<file path="config.mk">
export PLATFORM = sky130hd
export DESIGN_NAME = rgb_hsv_pixel_converter
export DESIGN_NICKNAME = d
export VERILOG_FILES = /design/src/hdl/rhsv_pkg.sv /design/src/hdl/rhsv_front.sv /design/src/hdl/rhsv_div.sv /design/src/hdl/rgb_hsv_pixel_converter.sv
export SDC_FILE = /design/constraint.sdc
export NUM_CORES = 2
export LEC_CHECK = 0
export BUFFER_PORTS_ARGS = -buffer_cell sky130_fd_sc_hd__buf_4
export CAP_MARGIN = 20
export CORE_MARGIN = 8
export CORE_UTILIZATION = 55
export CTS_BUF_LIST = sky130_fd_sc_hd__clkbuf_4
export DETAILED_ROUTE_END_ITERATION = 12
export PLACE_DENSITY = 0.82
export SYNTH_ARGS = -nofsm -noshare
export SYNTH_HDL_FRONTEND = slang
export SYNTH_SLANG_ARGS = --single-unit
</file>
<file path="constraint.sdc">
create_clock -name aclk -period 9.68 [get_ports aclk]
set_input_delay 2.42 -clock aclk [delete_from_list [all_inputs] [get_ports aclk]]
set_output_delay 2.42 -clock aclk [all_outputs]
set_load 0.005 [all_outputs]
</file>
<file path="src/hdl/rhsv_pkg.sv">
// shared types and constants for the rgb/hsv pixel converter
package rhsv_pkg;

    localparam int ChanW      = 8;
    localparam int NumW       = 24;
    localparam int DenW       = 17;
    localparam int QuotW      = 8;
    localparam int Lanes      = 3;
    localparam int DefDivBits = 2;

    localparam logic [ChanW-1:0] ChanMax   = 8'd255;
    localparam logic [DenW-1:0]  FullScale = 17'd65025;

    typedef logic [ChanW-1:0] chan_t;

    // conversion direction
    typedef enum logic {
        DirBgrToHsv = 1'b0,
        DirHsvToBgr = 1'b1
    } dir_t;

    // one divide operation handed to the divider pipeline
    typedef struct packed {
        logic [NumW-1:0] num;
        logic [DenW-1:0] den;
    } div_op_t;

    typedef div_op_t [Lanes-1:0] div_ops_t;

endpackage

</file>
<file path="src/hdl/rhsv_front.sv">
// front end: channel analysis, sector weights and operand multipliers
module rhsv_front (
    input  logic              aclk,
    input  logic              aresetn,
    input  rhsv_pkg::dir_t    direction,
    input  logic              in_valid,
    output logic              in_ready,
    input  rhsv_pkg::chan_t   chan_a,
    input  rhsv_pkg::chan_t   chan_b,
    input  rhsv_pkg::chan_t   chan_c,
    output logic              out_valid,
    input  logic              out_ready,
    output rhsv_pkg::div_ops_t out_ops
);
    import rhsv_pkg::*;

    // stage handshake
    logic v1_reg, v2_reg, v3_reg;
    logic rdy1, rdy2, rdy3;

    assign rdy3      = !v3_reg || out_ready;
    assign rdy2      = !v2_reg || rdy3;
    assign rdy1      = !v1_reg || rdy2;
    assign in_ready  = rdy1;
    assign out_valid = v3_reg;

    always_ff @(posedge aclk) begin
        if (!aresetn) begin
            v1_reg <= 1'b0;
            v2_reg <= 1'b0;
            v3_reg <= 1'b0;
        end else begin
            if (rdy1) v1_reg <= in_valid;
            if (rdy2) v2_reg <= v1_reg;
            if (rdy3) v3_reg <= v2_reg;
        end
    end

    // ---------------- stage 1 ----------------
    chan_t        mx, mn;
    chan_t        d;
    logic [10:0]  d6;
    logic [10:0]  n1_next;
    logic [10:0]  t;
    logic [2:0]   sector;
    logic [10:0]  p;
    chan_t        f;
    chan_t        wgt1_next [Lanes];

    dir_t         dir1_reg;
    logic [10:0]  n1_reg;
    chan_t        d1_reg, mx1_reg, s1_reg, val1_reg;
    chan_t        wgt1_reg [Lanes];

    // max, min and hue numerator in sixths
    always_comb begin
        mx = chan_c;
        if (chan_b > mx) mx = chan_b;
        if (chan_a > mx) mx = chan_a;
        mn = chan_c;
        if (chan_b < mn) mn = chan_b;
        if (chan_a < mn) mn = chan_a;
        d  = mx - mn;
        d6 = {1'b0, d, 2'b00} + {2'b00, d, 1'b0};
        if (mx == chan_c) begin
            if (chan_b >= chan_a) begin
                n1_next = {3'b0, chan_b} - {3'b0, chan_a};
            end else begin
                n1_next = {3'b0, chan_b} + d6 - {3'b0, chan_a};
            end
        end else if (mx == chan_b) begin
            n1_next = {3'b0, chan_a} + {2'b00, d, 1'b0} - {3'b0, chan_c};
        end else begin
            n1_next = {3'b0, chan_c} + {1'b0, d, 2'b00} - {3'b0, chan_b};
        end
    end

    // hue sector and ramp for the hsv direction
    always_comb begin
        t = {1'b0, chan_a, 2'b00} + {2'b00, chan_a, 1'b0};
        sector = 3'(t >= 11'd255) + 3'(t >= 11'd510) + 3'(t >= 11'd765)
               + 3'(t >= 11'd1020) + 3'(t >= 11'd1275) + 3'(t >= 11'd1530);
        case (sector[2:1])
            2'd0:    p = t;
            2'd1:    p = t - 11'd510;
            2'd2:    p = t - 11'd1020;
            default: p = t - 11'd1530;
        endcase
        if (p >= 11'd255) begin
            f = 8'(11'd510 - p);
        end else begin
            f = p[7:0];
        end
        // lanes are blue, green, red
        case (sector)
            3'd0: begin
                wgt1_next[2] = ChanMax; wgt1_next[1] = f;       wgt1_next[0] = '0;
            end
            3'd1: begin
                wgt1_next[2] = f;       wgt1_next[1] = ChanMax; wgt1_next[0] = '0;
            end
            3'd2: begin
                wgt1_next[2] = '0;      wgt1_next[1] = ChanMax; wgt1_next[0] = f;
            end
            3'd3: begin
                wgt1_next[2] = '0;      wgt1_next[1] = f;       wgt1_next[0] = ChanMax;
            end
            3'd4: begin
                wgt1_next[2] = f;       wgt1_next[1] = '0;      wgt1_next[0] = ChanMax;
            end
            default: begin
                wgt1_next[2] = ChanMax; wgt1_next[1] = '0;      wgt1_next[0] = f;
            end
        endcase
    end

    always_ff @(posedge aclk) begin
        if (rdy1) begin
            dir1_reg <= direction;
            n1_reg   <= n1_next;
            d1_reg   <= d;
            mx1_reg  <= mx;
            s1_reg   <= chan_b;
            val1_reg <= chan_c;
            for (int l = 0; l < Lanes; l++) wgt1_reg[l] <= wgt1_next[l];
        end
    end

    // ---------------- stage 2 ----------------
    logic [18:0] hn2_next;
    logic [10:0] hd2_next;
    logic [15:0] sn2_next;
    chan_t       sd2_next;
    logic [15:0] prod2_next [Lanes];

    dir_t        dir2_reg;
    logic [18:0] hn2_reg;
    logic [10:0] hd2_reg;
    logic [15:0] sn2_reg;
    chan_t       sd2_reg, mx2_reg, val2_reg;
    logic [15:0] prod2_reg [Lanes];

    // scale by 255 and form divisors; hsv lanes get s * (255 - w)
    always_comb begin
        hn2_next = {n1_reg, 8'b0} - {8'b0, n1_reg};
        hd2_next = {1'b0, d1_reg, 2'b00} + {2'b00, d1_reg, 1'b0};
        if (d1_reg == '0) begin
            hn2_next = '0;
            hd2_next = 11'd1;
        end
        sn2_next = {d1_reg, 8'b0} - {8'b0, d1_reg};
        sd2_next = (mx1_reg == '0) ? 8'd1 : mx1_reg;
        for (int l = 0; l < Lanes; l++) begin
            prod2_next[l] = {8'b0, s1_reg} * {8'b0, ChanMax - wgt1_reg[l]};
        end
    end

    always_ff @(posedge aclk) begin
        if (rdy2) begin
            dir2_reg <= dir1_reg;
            hn2_reg  <= hn2_next;
            hd2_reg  <= hd2_next;
            sn2_reg  <= sn2_next;
            sd2_reg  <= sd2_next;
            mx2_reg  <= mx1_reg;
            val2_reg <= val1_reg;
            for (int l = 0; l < Lanes; l++) prod2_reg[l] <= prod2_next[l];
        end
    end

    // ---------------- stage 3 ----------------
    div_ops_t    ops3_next;
    div_ops_t    ops3_reg;
    logic [DenW-1:0] k;
    logic [24:0] full;

    // hsv lanes: v * (65025 - s * (255 - w)) over 65025
    always_comb begin
        k    = '0;
        full = '0;
        if (dir2_reg == DirBgrToHsv) begin
            ops3_next[0].num = NumW'(hn2_reg);
            ops3_next[0].den = DenW'(hd2_reg);
            ops3_next[1].num = NumW'(sn2_reg);
            ops3_next[1].den = DenW'(sd2_reg);
            ops3_next[2].num = NumW'(mx2_reg);
            ops3_next[2].den = DenW'(1);
        end else begin
            for (int l = 0; l < Lanes; l++) begin
                k    = FullScale - {1'b0, prod2_reg[l]};
                full = {17'b0, val2_reg} * {8'b0, k};
                ops3_next[l].num = full[NumW-1:0];
                ops3_next[l].den = FullScale;
            end
        end
    end

    always_ff @(posedge aclk) begin
        if (rdy3) ops3_reg <= ops3_next;
    end

    assign out_ops = ops3_reg;

    // divisors handed on are never zero
    a_den_nonzero: assert property (@(posedge aclk) disable iff (!aresetn)
        out_valid |-> (out_ops[0].den != '0 && out_ops[1].den != '0 &&
                       out_ops[2].den != '0))
        else $error("zero divisor handed to divider");

    // hue numerator stays below six times delta
    a_hue_range: assert property (@(posedge aclk) disable iff (!aresetn)
        (v1_reg && dir1_reg == DirBgrToHsv && d1_reg != '0) |-> (n1_reg < hd2_next))
        else $error("hue numerator out of range");

    // every hsv sector has one full channel and one empty channel
    a_sector_weights: assert property (@(posedge aclk) disable iff (!aresetn)
        (v1_reg && dir1_reg == DirHsvToBgr) |->
            ((wgt1_reg[0] == ChanMax || wgt1_reg[1] == ChanMax ||
              wgt1_reg[2] == ChanMax) &&
             (wgt1_reg[0] == '0 || wgt1_reg[1] == '0 || wgt1_reg[2] == '0)))
        else $error("sector weights inconsistent");

endmodule

</file>
<file path="src/hdl/rhsv_div.sv">
// pipelined restoring divider, three lanes, a few quotient bits per stage
module rhsv_div #(
    parameter int BitsPerStage = rhsv_pkg::DefDivBits
) (
    input  logic                aclk,
    input  logic                aresetn,
    input  logic                in_valid,
    output logic                in_ready,
    input  rhsv_pkg::div_ops_t  in_ops,
    output logic                out_valid,
    input  logic                out_ready,
    output logic [rhsv_pkg::Lanes-1:0][rhsv_pkg::QuotW-1:0] quot
);
    import rhsv_pkg::*;

    localparam int Stages = QuotW / BitsPerStage;
    localparam int TrialW = DenW + QuotW;

    logic [NumW-1:0]  rem_reg [Stages][Lanes];
    logic [DenW-1:0]  den_reg [Stages][Lanes];
    logic [QuotW-1:0] q_reg   [Stages][Lanes];
    logic             v_reg   [Stages];
    logic             rdy     [Stages];

    logic [NumW-1:0]  rem_src [Stages][Lanes];
    logic [DenW-1:0]  den_src [Stages][Lanes];
    logic [QuotW-1:0] q_src   [Stages][Lanes];
    logic             v_src   [Stages];

    for (genvar j = 0; j < Stages; j++) begin : g_stage
        logic [NumW-1:0]  rem_next [Lanes];
        logic [QuotW-1:0] q_next   [Lanes];

        // operands from the input or the stage before
        if (j == 0) begin : g_head
            assign v_src[j] = in_valid;
            for (genvar l = 0; l < Lanes; l++) begin : g_lane
                assign rem_src[j][l] = in_ops[l].num;
                assign den_src[j][l] = in_ops[l].den;
                assign q_src[j][l]   = '0;
            end
        end else begin : g_body
            assign v_src[j] = v_reg[j-1];
            for (genvar l = 0; l < Lanes; l++) begin : g_lane
                assign rem_src[j][l] = rem_reg[j-1][l];
                assign den_src[j][l] = den_reg[j-1][l];
                assign q_src[j][l]   = q_reg[j-1][l];
            end
        end

        // stage may load when empty or when its content moves on
        if (j == Stages - 1) begin : g_tail
            assign rdy[j] = !v_reg[j] || out_ready;
        end else begin : g_mid
            assign rdy[j] = !v_reg[j] || rdy[j+1];
        end

        // trial subtracts for this stage's quotient bits
        always_comb begin
            logic [TrialW-1:0] rem_w;
            logic [TrialW-1:0] trial;
            rem_w = '0;
            trial = '0;
            for (int l = 0; l < Lanes; l++) begin
                rem_w     = TrialW'(rem_src[j][l]);
                q_next[l] = q_src[j][l];
                for (int b = 0; b < BitsPerStage; b++) begin
                    trial = TrialW'(den_src[j][l]) << (QuotW - 1 - j * BitsPerStage - b);
                    if (rem_w >= trial) begin
                        rem_w     = rem_w - trial;
                        q_next[l] = {q_next[l][QuotW-2:0], 1'b1};
                    end else begin
                        q_next[l] = {q_next[l][QuotW-2:0], 1'b0};
                    end
                end
                rem_next[l] = rem_w[NumW-1:0];
            end
        end

        always_ff @(posedge aclk) begin
            if (!aresetn) begin
                v_reg[j] <= 1'b0;
            end else if (rdy[j]) begin
                v_reg[j] <= v_src[j];
            end
        end

        always_ff @(posedge aclk) begin
            if (rdy[j]) begin
                for (int l = 0; l < Lanes; l++) begin
                    rem_reg[j][l] <= rem_next[l];
                    den_reg[j][l] <= den_src[j][l];
                    q_reg[j][l]   <= q_next[l];
                end
            end
        end
    end

    assign in_ready  = rdy[0];
    assign out_valid = v_reg[Stages-1];

    for (genvar l = 0; l < Lanes; l++) begin : g_out
        assign quot[l] = q_reg[Stages-1][l];
    end

    for (genvar l = 0; l < Lanes; l++) begin : g_chk
        // first stage leaves a remainder that the remaining bits can absorb
        a_rem_head: assert property (@(posedge aclk) disable iff (!aresetn)
            v_reg[0] |-> (TrialW'(rem_reg[0][l]) <
                          (TrialW'(den_reg[0][l]) << (QuotW - BitsPerStage))))
            else $error("divider remainder too large after first stage");

        // finished quotient leaves a remainder below the divisor
        a_rem_tail: assert property (@(posedge aclk) disable iff (!aresetn)
            v_reg[Stages-1] |-> (rem_reg[Stages-1][l] < NumW'(den_reg[Stages-1][l])))
            else $error("divider remainder not below divisor");
    end

endmodule

</file>
<file path="src/hdl/rgb_hsv_pixel_converter.sv">
// top level of the bgr/hsv pixel converter
// Converts one 8-bit three-channel pixel per clock, while the output is not
// stalled, between BGR and HSV; the direction register (0: BGR to HSV, 1: HSV
// to BGR) is sampled with each pixel as it is accepted. The pipeline takes a
// new pixel every cycle unless the output stalls and delivers results in order:
// three front stages for channel analysis and the operand multipliers, then the
// pipelined restoring divider (two quotient bits per stage by default) that
// produces hue, saturation and value or the three color channels. Each stage
// holds a valid bit and stalls independently, so bubbles are filled while a
// result waits at the output.
module rgb_hsv_pixel_converter #(
    parameter int DivBitsPerStage = rhsv_pkg::DefDivBits
) (
    input  logic            aclk,
    input  logic            aresetn,
    input  logic            cfg_wr_en,
    input  logic            cfg_wr_data,
    input  logic            s_valid,
    output logic            s_ready,
    input  rhsv_pkg::chan_t s_chan_first,
    input  rhsv_pkg::chan_t s_chan_second,
    input  rhsv_pkg::chan_t s_chan_third,
    output logic            m_valid,
    input  logic            m_ready,
    output rhsv_pkg::chan_t m_res_first,
    output rhsv_pkg::chan_t m_res_second,
    output rhsv_pkg::chan_t m_res_third
);
    import rhsv_pkg::*;

    dir_t     direction_reg;
    div_ops_t ops;
    logic     ops_valid;
    logic     ops_ready;
    logic [Lanes-1:0][QuotW-1:0] quot;

    // direction register
    always_ff @(posedge aclk) begin
        if (!aresetn) begin
            direction_reg <= DirBgrToHsv;
        end else if (cfg_wr_en) begin
            direction_reg <= dir_t'(cfg_wr_data);
        end
    end

    // operand preparation
    rhsv_front u_front (
        .aclk      (aclk),
        .aresetn   (aresetn),
        .direction (direction_reg),
        .in_valid  (s_valid),
        .in_ready  (s_ready),
        .chan_a    (s_chan_first),
        .chan_b    (s_chan_second),
        .chan_c    (s_chan_third),
        .out_valid (ops_valid),
        .out_ready (ops_ready),
        .out_ops   (ops)
    );

    // divider pipeline
    rhsv_div #(
        .BitsPerStage (DivBitsPerStage)
    ) u_div (
        .aclk      (aclk),
        .aresetn   (aresetn),
        .in_valid  (ops_valid),
        .in_ready  (ops_ready),
        .in_ops    (ops),
        .out_valid (m_valid),
        .out_ready (m_ready),
        .quot      (quot)
    );

    assign m_res_first  = quot[0];
    assign m_res_second = quot[1];
    assign m_res_third  = quot[2];

endmodule
</file>
---- After elaboration in Yosys (flattened, before gate mapping) ----
Memory sizes are Yosys's and may differ from the RTL's.
Index checks and enable logic that the tools add are counted.
word-level totals
  bits in read-only memories .............. 0
  bits in latches ......................... 0
  flip-flop bits (word level) ............. 242
  input bits .............................. 30
  output and inout bits ................... 26
  RAM bits ................................ 664
  word-level logic and storage cells ...... 242
  memories ................................ 6
cells by class
  div/mod/pow operators ................... 0
  multipliers ............................. 6
  add/subtract/negate cells ............... 52
  mux-type cells .......................... 84
  reductions and logical operators ........ 18
  shift-type cells ........................ 0
  equal/unequal tests ..................... 8
  bitwise gates (word level) .............. 4
  $lt $le $gt $ge ......................... 36
memory list
  name               words  bits a word  read ports  clocked after Yosys merged registers in  write ports  RTL line           text
  u_div.rem_reg      4      72           3           0                                        4            rhsv_div.sv:19     logic [NumW-1:0] rem_reg [Stages][Lanes];
  u_div.den_reg      4      51           3           0                                        4            rhsv_div.sv:20     logic [DenW-1:0] den_reg [Stages][Lanes];
  u_div.q_reg        4      24           4           0                                        4            rhsv_div.sv:21     logic [QuotW-1:0] q_reg [Stages][Lanes];
  u_front.prod2_reg  3      16           3           0                                        3            rhsv_front.sv:141  logic [15:0] prod2_reg [Lanes];
  u_front.wgt1_reg   3      8            3           0                                        3            rhsv_front.sv:53   chan_t wgt1_reg [Lanes];
  u_div.v_reg        4      1            4           0                                        4            rhsv_div.sv:22     logic v_reg [Stages];
operators with widths
  cell                                                                  number
  25-bit two-way mux                                                    12
  24-bit two-way mux                                                    12
  24-bit case mux with 5 select lines                                   1
  107-bit two-way mux                                                   1
  25-bit by 17-bit greater-or-equal comparator with 1-bit output        3
  25-bit by 19-bit greater-or-equal comparator with 1-bit output        3
  25-bit by 21-bit greater-or-equal comparator with 1-bit output        3
  25-bit by 23-bit greater-or-equal comparator with 1-bit output        3
  24-bit by 18-bit subtractor with 25-bit output                        3
  24-bit by 20-bit subtractor with 25-bit output                        3
  24-bit by 22-bit subtractor with 25-bit output                        3
  24-bit by 24-bit subtractor with 25-bit output                        3
  24-bit by 18-bit greater-or-equal comparator with 1-bit output        3
  24-bit by 20-bit greater-or-equal comparator with 1-bit output        3
  24-bit by 22-bit greater-or-equal comparator with 1-bit output        3
  24-bit greater-or-equal comparator                                    3
  8-bit by 17-bit multiplier with 24-bit output                         3
  24-bit by 17-bit subtractor with 24-bit output                        3
  24-bit by 19-bit subtractor with 24-bit output                        3
  24-bit by 21-bit subtractor with 24-bit output                        3
  24-bit by 23-bit subtractor with 24-bit output                        3
  16-bit by 16-bit subtractor with 17-bit output, first input constant  3
  1-bit two-way mux                                                     49
  8-bit by 8-bit multiplier with 16-bit output                          3
  other kinds (37)                                                      76

---- Longest topological paths before layout ----
  depth in word-level cells ............... 12
  mapped depth ............................ 39
  gate-level depth less buffers ........... 38

---- Hierarchy ----
Synthesis repeated with hierarchy kept, for this count alone.
unflattened totals
  cells, all modules ...................... 7338
  area total of the unflattened synthesis .. 71239.6 µm²
modules (own cells, without submodules)
  module                   seq. area each (µm²)  cells each  area each (µm²)  times used
  rhsv_div                 12992.5               3801        36372.4          1
  rhsv_front               8438.1                3534        34830.9          1
  rgb_hsv_pixel_converter  20.0                  3           36.3             1

---- Worst setup path after synthesis ----
OpenSTA, ideal clock, no wires.
  path type ............................... input-to-output
  from .................................... in m_ready
  to ...................................... out s_ready
  setup slack ............................. 0.037 ns
  stages on the path ...................... 5
  buffers on the path ..................... 0
  arrival time ............................ 7.223 ns
  required time ........................... 7.260 ns
  cell sequence ........................... nor2b_1 and3_1 nand3_1 nor2_1 nand2_1
between the ends
  longest elaborated chain between the ends .. 7
RTL lines
  element                         RTL line                       text
  start, declared                 rgb_hsv_pixel_converter.sv:24  input logic m_ready,
  1-bit logical OR                rhsv_div.sv:53                 assign rdy[j] = !v_reg[j] || out_ready;
  1-bit logical OR (3 in series)  rhsv_div.sv:55                 assign rdy[j] = !v_reg[j] || rdy[j+1];
  1-bit logical OR                rhsv_front.sv:21               assign rdy3 = !v3_reg || out_ready;
  net u_front.rdy3                rhsv_front.sv:19               logic rdy1, rdy2, rdy3;
  1-bit logical OR                rhsv_front.sv:22               assign rdy2 = !v2_reg || rdy3;
  1-bit logical OR                rhsv_front.sv:23               assign rdy1 = !v1_reg || rdy2;
  end, declared                   rgb_hsv_pixel_converter.sv:19  output logic s_ready,
The timed path passes the listed nets, and every way through them passes these cells.

---- Worst setup path in the final report ----
  from .................................... in s_chan_second[7]
  to ...................................... reg u_front.n1_reg[9] (data pin)
between the ends
  longest elaborated chain between the ends .. 10
  elaborated cells on any way between the ends .. 23
  classes of those cells .................. add/sub: 9; order compare: 5; eq/ne: 2; mux: 7
RTL lines
  element                                                                  RTL line                            text
  start, declared                                                          rgb_hsv_pixel_converter.sv:21       input rhsv_pkg::chan_t s_chan_second,
  8-bit > comparator / 8-bit less-than comparator (equally long branches)  rhsv_front.sv:58, rhsv_front.sv:61
  8-bit two-way mux, on equally long branches                              rhsv_front.sv:58, rhsv_front.sv:61
  8-bit > comparator / 8-bit less-than comparator (equally long branches)  rhsv_front.sv:59, rhsv_front.sv:62
  8-bit two-way mux, on equally long branches                              rhsv_front.sv:59, rhsv_front.sv:62
  8-bit subtractor (*)                                                     rhsv_front.sv:63                    d = mx - mn;
  net u_front.d[1]                                                         rhsv_front.sv:41                    chan_t d;
  10-bit by 9-bit adder with 11-bit output                                 rhsv_front.sv:64                    d6 = {1'b0, d, 2'b00} + {2'b00, d, 1'b0};
  8-bit by 11-bit adder with 11-bit output                                 rhsv_front.sv:69                    n1_next = {3'b0, chan_b} + d6 - {3'b0, chan_a};
  11-bit by 8-bit subtractor with 11-bit output                            rhsv_front.sv:69
  11-bit two-way mux                                                       rhsv_front.sv:66                    if (chan_b >= chan_a) begin
  11-bit two-way mux (*)                                                   rhsv_front.sv:65                    if (mx == chan_c) begin
  net u_front.n1_next[9]                                                   rhsv_front.sv:43                    logic [10:0] n1_next;
  end signal, assigned                                                     rhsv_front.sv:120                   n1_reg <= n1_next;
  end, declared                                                            rhsv_front.sv:51                    logic [10:0] n1_reg;
The timed path passes the listed nets; every way through them passes the cells marked *.
A chain may end at the register's enable or synchronous reset.

==> flow_summary.toml <==
[critical_path]
endpoint_kind = "flop"
endpoint = "u_front.n1_reg[9]$_DFFE_PP_"
required_ps = 10590
rr_startpoint = "u_div.rem_reg[0][53]$_DFFE_PP_"
crit_type = "input pin to flop"
critPathMaxFanout = 9
start_kind = "input pin"
crit_path_top_delay_cell = "fa_1"
worst_path_largest_cell_delay_ps = 590
ff2ff_setup_slack_ps = 1120
r2r_end = "u_div.rem_reg[0][127]$_DFFE_PP_"
critPathArrivalTime_ps = 9520
crit_start = "s_chan_second[7]"
r2r_cells = 29

[global_routing]
busiest_layer = "met2"
overflow = 0
first_global_vias = 50100
grt_util_all_layers_pct = 22.9
grt_pass1_wl_um = 242000
gr-usage-met3_pct = 3.81
grt_util_met2_pct = 40.6
antenna_found_initial = 4
grt_max_degree = 80
met1_usage_pct = 27.3

[run]
cap_violations = 0

[clocking]
htreeDepth = 4
post_cts_resized = 0
cts_hold_buf = 0
clkTransAtPathRegs_ps = 60
cts_tree = "done"
post-cts-setup-buffer-count = 0
cts_sinks = 623
ctsLongestPathBuffers = 3
clock_latency_ps = 1110
cts_inserted_buffers = 167
root_buffer = "clkbuf_4"

[synth]
synth_top_area_share_pct = 29.0
ys.warnings.count = 0
synth_flop_cell = "edfxtp_1"
yosysMostFrequentCell = "inv_1"
ys_types = 95
synth_top_area_cell = "edfxtp_1"
postSynthCellCount = 6807
synth_edf_count = 618
syn_area_per_cell_sq_um = 9.39
ys_seq_area_share_pct = 29.2
synth_area_sq_um = 63900
ys_ff_latch = 623
synth_common_cells = "806 x inv_1, 674 x ha_1, 618 x edfxtp_1, 613 x nand2_1, 457 x nor2_1"
async_reset_ff_share_pct = 0
netlist_top_cells_area = "edfxtp_1 29%, ha_1 13%, fa_1 13%"
syn_nets = 7931

[floorplan]
die_w_um = 357
initial_core_util_pct = 55.3
io_pins = 56
die_area_sq_um = 127000
die_height_um = 357
fp-row-count = 125
coreArea_sq_um = 116000

[drt]
ant_nets = 0
wire_per_inst_um = 17.2
detail_route.iter0.violations = 3596
drc_errors = 0
drt_first_pass_iters = 6
wl_um = 148000
vias = 49300
via_per_inst = 5.73

[timing]
fin_crit_sh_pct = 89.0
fmaxAchievable_mhz = 116
fin_crit_ps = 8610
setup_violations = 0
worst_pin_slew_ps = 1030
holdWs_ps = 407
maxSlewViolCount = 0
fin_ws_ps = 1070
rsz0062_at_grt = "no"
slew_headroom_pct = 31.2
tns_ps = 0
hold_violations = 0
finClkSkew_ps = 85.6

[place]
place_ws_ps = 2.11
port_buffers = 55
gp_congestion = 0.966
dp_hpwl_um = 116000

[cells_and_area]
drive_above_1_share_pct = 8.03
layout.nets = 8084
fin_util_pct = 59.3
n_fill_cell = 9559
area_growth_pct = 7.23
largest_reg_flops = 216
multiInputGateArea_sq_um = 41600
seq_area_sq_um = 18700

[min_path]
hp-class = "flop to flop"

[status]
status = "finished clean"
[layout by cell type, fill, tap and decap left out, types with 54 or more instances in the layout]
cell / instances
clkbuf_4: 214
inv_1: 804
nand4_1: 61
nor2b_1: 216
nand3_1: 128
nand2_1: 610
mux2_2: 98
xnor2_1: 338
fa_1: 420
nand2b_1: 166
o21bai_1: 54
a21oi_1: 405
xor2_1: 156
ha_1: 674
and2_1: 186
buf_4: 160
o21ai_0: 312
nor2_1: 457
edfxtp_1: 618
a21o_1: 126
nor3_1: 136
[through the flow]
step / area [sq um] / std cells
finish: 68600 / 8611
global route: 68600 / 8610
detailed placement: 66400 / 8314
global placement: 66400 / 8314
floorplan: 63900 / 6807
CTS: 68500 / 8606
[cell type report]
cell class | instances | area share [%]
Clock inverter | 78 | 0.746
Multi-Input combinational cell | 5195 | 60.7
Clock buffer | 214 | 2.34
Timing Repair Buffer | 161 | 1.79
Sequential cell | 623 | 27.2
Inverter | 812 | 4.46
Tap cell | 1524 | 2.78
Antenna cell | 4 | 0.0146
[cell families after synthesis]
family / share of synthesized area [%]
buf+inv: 5.87
xor+xnor: 6.80
mux: 2.61
simple gates: 17.2
compound gates: 12.0
fa+ha+maj: 26.4
flops: 29.2
[how the worst min path moves through the flow]
stage	from	endpoint	slack (ps)	depth (start not counted)
2_1_floorplan	u_div.q_reg[0][8]$_DFFE_PP_	u_div.q_reg[1][10]$_DFFE_PP_	400	0
3_3_place_gp	u_div.q_reg[1][18]$_DFFE_PP_	u_div.q_reg[2][20]$_DFFE_PP_	400	0
3_5_place_dp	u_div.q_reg[1][18]$_DFFE_PP_	u_div.q_reg[2][20]$_DFFE_PP_	410	0
4_1_cts	u_div.q_reg[0][9]$_DFFE_PP_	u_div.q_reg[1][11]$_DFFE_PP_	410	0
5_1_grt	u_div.q_reg[0][9]$_DFFE_PP_	u_div.q_reg[1][11]$_DFFE_PP_	410	0
6_report	u_div.q_reg[0][9]$_DFFE_PP_	u_div.q_reg[1][11]$_DFFE_PP_	410	0
[critical path, delay by kind of cell]
family | cells | cell delay (ps)
AOI/OAI and AO/OA | 14 | 2450
and+or+nand+nor | 11 | 1750
buffers and inverters | 4 | 500
muxes | 1 | 270
adders and majority gates | 6 | 1970
xor gates and xnor gates | 1 | 150
[metal layers]
layer | share of wire [%] | routed length, um | vias to the layer above
met5 | 0 | 0 | -
met4 | 3.9 | 5740 | 0
met3 | 5.3 | 7890 | 379
met2 | 49 | 73000 | 1485
met1 | 41 | 61300 | 23700
li1 | - | - | 23800
Power is not shown: default switching activity piles up to over one toggle a cycle in this logic, so the estimate is an artifact.
